### src/rtl/fcsb_pkg.sv
// Shared types and constants for the frustum culling block.
`timescale 1ns / 1ps

package fcsb_pkg;

    // Number of plane registers in the register map; this does not vary.
    localparam int unsigned PLANE_REGS = 6;
    localparam int unsigned PLANE_W    = 52;
    localparam int unsigned COORD_W    = 16;
    localparam int unsigned NORM_W     = 12;
    localparam int unsigned RADIUS_W   = 15;
    localparam int unsigned PROD_W     = COORD_W + NORM_W;
    localparam int unsigned SUM_W      = 32;
    localparam int unsigned FRAC_BITS  = 10;
    localparam int unsigned REG_IDX_W  = 3;
    localparam int unsigned PADDR_W    = 6;
    localparam int unsigned PDATA_W    = 64;
    localparam int unsigned COUNT_W    = 3;

    // Register indexes.
    localparam logic [REG_IDX_W-1:0] REG_PLANE_LAST    = 3'd5;
    localparam logic [REG_IDX_W-1:0] REG_PLANES_IN_USE = 3'd6;

    localparam logic [COUNT_W-1:0] PLANES_IN_USE_RST = 3'd6;

    localparam bit OP_SPHERE = 1'b0;
    localparam bit OP_BOX    = 1'b1;

    // Packed plane: normal x in the low bits, then y, z, then distance.
    typedef struct packed {
        logic signed [COORD_W-1:0]  distance;
        logic [2:0][NORM_W-1:0]     normal;
    } t_plane;

    // One volume as it travels down the cell chain.
    typedef struct packed {
        logic                        opcode;
        logic [2:0][COORD_W-1:0]     first;
        logic [2:0][COORD_W-1:0]     second;
        logic [RADIUS_W-1:0]         radius;
        logic                        batch_end;
        logic                        culled;
    } t_item;

endpackage

### src/rtl/fcsb_cell.sv
// One plane cell: multiplies the volume against its plane, then sums and compares.
`timescale 1ns / 1ps

module fcsb_cell (
    input  logic            i_clk,
    input  logic            i_rst_n,
    input  logic            i_active,
    input  fcsb_pkg::t_plane i_plane,
    input  logic            i_valid,
    output logic            o_ready,
    input  fcsb_pkg::t_item i_item,
    output logic            o_valid,
    input  logic            i_ready,
    output fcsb_pkg::t_item o_item
);
    import fcsb_pkg::*;

    logic                      r_a_valid;
    t_item                     r_a_item;
    logic signed [PROD_W-1:0]  r_a_lo [3];
    logic signed [PROD_W-1:0]  r_a_hi [3];
    logic                      r_b_valid;
    t_item                     r_b_item;

    logic                      a_ready;
    logic                      b_ready;
    logic signed [PROD_W-1:0]  n_lo [3];
    logic signed [PROD_W-1:0]  n_hi [3];
    logic signed [SUM_W-1:0]   term [3];
    logic signed [SUM_W-1:0]   n_sum;
    logic                      hit;
    t_item                     n_b_item;

    // Each stage takes a new item when it is empty or its content moves on.
    assign b_ready = !r_b_valid || i_ready;
    assign a_ready = !r_a_valid || b_ready;
    assign o_ready = a_ready;
    assign o_valid = r_b_valid;
    assign o_item  = r_b_item;

    always_comb begin
        for (int k = 0; k < 3; k++) begin
            n_lo[k] = PROD_W'($signed(i_item.first[k])) * PROD_W'($signed(i_plane.normal[k]));
            n_hi[k] = PROD_W'($signed(i_item.second[k])) * PROD_W'($signed(i_plane.normal[k]));
        end
    end

    always_ff @(posedge i_clk) begin
        if (!i_rst_n) begin
            r_a_valid <= 1'b0;
        end else if (a_ready) begin
            r_a_valid <= i_valid;
        end
    end

    always_ff @(posedge i_clk) begin
        if (a_ready && i_valid) begin
            r_a_item <= i_item;
            r_a_lo   <= n_lo;
            r_a_hi   <= n_hi;
        end
    end

    // A box takes the larger product per axis; a sphere uses its center only.
    always_comb begin
        for (int k = 0; k < 3; k++) begin
            if (r_a_item.opcode == OP_BOX && r_a_hi[k] > r_a_lo[k]) begin
                term[k] = SUM_W'(r_a_hi[k]);
            end else begin
                term[k] = SUM_W'(r_a_lo[k]);
            end
        end
        n_sum = term[0] + term[1] + term[2] +
                (SUM_W'($signed(i_plane.distance)) <<< FRAC_BITS);
        if (r_a_item.opcode == OP_SPHERE) begin
            n_sum = n_sum + (signed'(SUM_W'(r_a_item.radius)) <<< FRAC_BITS);
        end
        hit = i_active && (n_sum <= signed'(SUM_W'(0)));
        n_b_item        = r_a_item;
        n_b_item.culled = r_a_item.culled | hit;
    end

    always_ff @(posedge i_clk) begin
        if (!i_rst_n) begin
            r_b_valid <= 1'b0;
        end else if (b_ready) begin
            r_b_valid <= r_a_valid;
        end
    end

    always_ff @(posedge i_clk) begin
        if (b_ready && r_a_valid) begin
            r_b_item <= n_b_item;
        end
    end

endmodule

### config.mk
export PLATFORM = sky130hd
export DESIGN_NAME = fcsb_cell
export DESIGN_NICKNAME = d
export VERILOG_FILES = /design/src/rtl/fcsb_pkg.sv /design/src/rtl/fcsb_cell.sv
export SDC_FILE = /design/constraint.sdc
export NUM_CORES = 2
export LEC_CHECK = 0
export BUFFER_PORTS_ARGS = -buffer_cell sky130_fd_sc_hd__buf_2
export CAP_MARGIN = 10
export CORE_MARGIN = 2
export CORE_UTILIZATION = 60
export CTS_CLUSTER_SIZE = 25
export DETAILED_ROUTE_END_ITERATION = 10
export PLACE_DENSITY = 0.8
export SETUP_SLACK_MARGIN = 0.15
export SLEW_MARGIN = 20
export SYNTH_ARGS = -nofsm -noshare
export SYNTH_HDL_FRONTEND = slang
export SYNTH_SLANG_ARGS = --single-unit
### constraint.sdc
create_clock -name i_clk -period 25.4 [get_ports i_clk]
set_input_delay 7.62 -clock i_clk [delete_from_list [all_inputs] [get_ports i_clk]]
set_output_delay 7.62 -clock i_clk [all_outputs]
set_load 0.02 [all_outputs]
After elaboration in Yosys (flattened, before gate mapping) --
Cells that the tools add are included.
Word-level totals: output and inout bits 116, input bits 171, flip-flop bits (word level) 398
Cells by class: $lt $le $gt $ge 4, multipliers 6, bitwise operators 1, reductions and logical operators 10, add/subtract/negate cells 4, muxes and demuxes 4
Operator list (count):
- 16-bit by 12-bit multiplier with 28-bit output | 6
- 32-bit two-way mux | 4
- 28-bit greater-than comparator | 3
- 32-bit by 26-bit adder with 32-bit output | 2
- 32-bit adder | 2
- 32-bit by 1-bit less-or-equal comparator with 1-bit output, second input constant | 1
- 1-bit logical AND | 6
- 1-bit logical NOT | 2
- 1-bit logical OR | 2
- 1-bit bitwise OR | 1

Longest topological paths before layout --
depth in word-level cells 11, gate-level depth with buffers 43, gate-level depth less buffers 42

Worst setup path after synthesis --
OpenSTA, ideal clock, no wires.
path type input -> output, from input i_ready, to output o_ready, cell stages on the path 2, setup slack 9.789 ns, required time 17.780 ns, arrival 7.991 ns, cells stage by stage nor2b_1 nand2_1
Between the ends: longest elaborated chain between the ends 2
Ends and longest elaborated chain:
- from (decl) | RTL line fcsb_cell.sv:13 | input logic i_ready,
- 1-bit logical OR | RTL line fcsb_cell.sv:35 | assign b_ready = !r_b_valid || i_ready;
- 1-bit logical OR | RTL line fcsb_cell.sv:36 | assign a_ready = !r_a_valid || b_ready;
- to (decl) | RTL line fcsb_cell.sv:10 | output logic o_ready,
No other way between the ends.

Worst setup path in the final report --
Ends and elaborated chain as after synthesis.

==> out/results.ini <==
[global_routing]
met3_usage_pct = 5.67
grt_start_max_net_pins = 64
grt_pass1_vias = 43838
grt_use_met1_pct = 35.0
grt-busiest-layer = met2
track_usage_pct = 27.6
grt_pass1_wl_mm = 218
grtUsageMet2_pct = 47.0
antenna_found_initial = 9
grt-ovfl-total = 0

[placement]
numPortBuffers = 286
hpwl_mm = 105
gp_congestion = 0.914

[cts]
cts_max_path_buffers = 3
post_cts_buffers = 0
clk_pin_slew_worst_paths_ns = 0.07
cts_max_level = 2
clk_latency_ns = 0.66
cts_buffers = 50
cts_root_buf = clkbuf_16
hold_buffers = 0
cts_resized = 0
cts_tree = built
cts_sinks = 398

[sta]
maxSlewHeadroom_pct = 32.0
worstMarginPinSlew_ns = 1.02
fmax_ghz = 0.0627
fin_tns_setup_ns = 0
hold_viol = 0
rsz0062_at_grt = no
final.period_utilization_pct = 62.8
post-route-min-period_ns = 15.95
setup_viol = 0
slew_violations = 0
fin_skew_ns = 0.0181

[hold_path]
hp-class = register to register
hold_path.startpoint = n_b_item[93]$_DFFE_PP_

[die]
num_rows = 114
core-area_um2 = 97000
die-area_um2 = 101000
start_util_pct = 60.7
die_w_um = 317
ioPinCount = 287
fp.dieH_um = 317

[routing]
via_count = 40082
final_antenna_net_count = 0
drt_wl_total_mm = 132
drtPass1Iterations = 8
post_drt_wl_per_cell_um = 18.3
vias_per_cell = 5.54
drt_iter0_markers = 2660
drcViolationCount = 0

[yosys]
syn-cell-area_um2 = 58900
yosysWarningCount = 0
syn_nets = 7546
synth.most_common_cell = inv_1
synthTopCellsByArea = fa_1, edfxtp_1, ha_1, inv_1, nand2_1
ys_seq_area_share_pct = 20.3
syn_area_per_cell_um2 = 10.2
synth-main-ff-cell = edfxtp_1
synth_cell_types = 80
synthTopCellsByCount = inv_1, fa_1, nand2_1
syn_inst = 5768
synth_edf_count = 396
ys_ff_latch = 398
synth_top_area_share_pct = 38.0
synth_top_cell_by_area = fa_1
synthArstFlopShare_pct = 0

[critical_path]
cp_max_fo = 4
cp.required_ns = 17.78
critPathLaunch = i_ready
crit_type = primary input to primary output
r2r_start = r_a_hi[5]$_DFFE_PP_
end_kind = primary output
start_kind = primary input
crit_arrival_ns = 8.33

[finish]
nNetsFinal = 7687
syn_to_final_growth_pct = 7.07
layout-drive-gt1-share_pct = 8.12
fill_cells = 7509

[run_status]
status = completed

[job]
maxCapViolations = 0

per-stage QoR:
| step | utilization [%] | hold WS [ns] | cells | setup slack, ns | area [µm²] |
|---|---|---|---|---|---|
| after floorplan | - | 0.400 | 5768 | 9.79 | 58900 |
| after detailed placement | 63.1 | 0.405 | 7133 | 9.44 | 61200 |
| after global placement | 63.1 | 0.400 | 7133 | 9.43 | 61200 |
| final | 65.0 | 0.407 | 7230 | 9.45 | 63000 |
| after CTS | 65.0 | 0.415 | 7227 | 9.44 | 63000 |
| after global routing | 65.0 | 0.421 | 7227 | 9.37 | 63000 |
layout make-up:
cell class	count	area [µm²]	area share, %
inverter	1292	4850	7.69
sequential	398	11900	18.9
tap	1276	1600	2.53
clock buffer	52	1260	2.00
timing repair buffer	303	1560	2.47
multi-input combinational	3864	41300	65.5
antenna	3	7.51	0.0119
clock inverter	42	517	0.820
layer usage:
metal | wire [µm] | up-vias
met5 | 90 | -
met4 | 4930 | 14
met3 | 9790 | 328
met2 | 64900 | 1276
met1 | 52300 | 20519
li1 | - | 17945
flip-flops by register name, summed over array words and instances, names as in the netlist:
name,flops
n_b_item,113
o_item,114
o_valid,1
r_a_hi,84
r_a_item,1
r_a_lo,84
r_a_valid,1
worst max-delay path, cell delays in order:
cell and delay [ns]:
buf_2 0.10, nor2b_1 0.31, nand2_1 0.13, buf_2 0.18
cells in the final DEF (no fill, tap or decap), drive strengths merged, types with 15 or more instances in the layout:
| cell type | netlist | routed |
|---|---|---|
| clkbuf | 211 | 52 |
| nand4 | 22 | 22 |
| nand2 | 776 | 776 |
| and2 | 382 | 382 |
| nand3 | 33 | 33 |
| clkinv | 0 | 15 |
| a31oi | 15 | 15 |
| nor3 | 37 | 37 |
| mux2 | 51 | 51 |
| a21o | 69 | 69 |
| ha | 490 | 490 |
| inv | 1292 | 1305 |
| edfxtp | 396 | 396 |
| nor2b | 24 | 24 |
| buf | 3 | 303 |
| nand2b | 108 | 108 |
| o21bai | 19 | 19 |
| a21oi | 137 | 137 |
| fa | 1117 | 1117 |
| xnor2 | 162 | 162 |
| xor2 | 29 | 29 |
| nor2 | 107 | 107 |
| o21ai | 98 | 98 |
| o21a | 24 | 24 |
worst paths after layout:
kind                           to  slack (ns)  cells after the start
max                       o_ready        9.45                      4
min          o_item[93]$_DFFE_PP_        0.41                      0
max reg2reg   o_item[0]$_DFFE_PP_       15.75                     39
min reg2reg  o_item[93]$_DFFE_PP_        0.41                      0
kinds of logic (layout without fill, tap and decap cells):
logic type               count (synthesis)  in the layout  synth area share, %
adder cells (fa/ha/maj)               1607           1607                 48.4
AND/OR/NAND/NOR                       1544           1544                 12.6
buffers and inverters                 1506           1689                 9.61
AO/OA/AOI/OAI                          459            459                 5.10
flip-flops                             398            398                 20.3
XOR/XNOR                               191            191                 2.84
multiplexers                            63             63                 1.18
other                                    0              3                    0
Power is left out: the tool's default activity adds up to more than one toggle a clock period on the data nets, which glitch-free logic cannot reach.
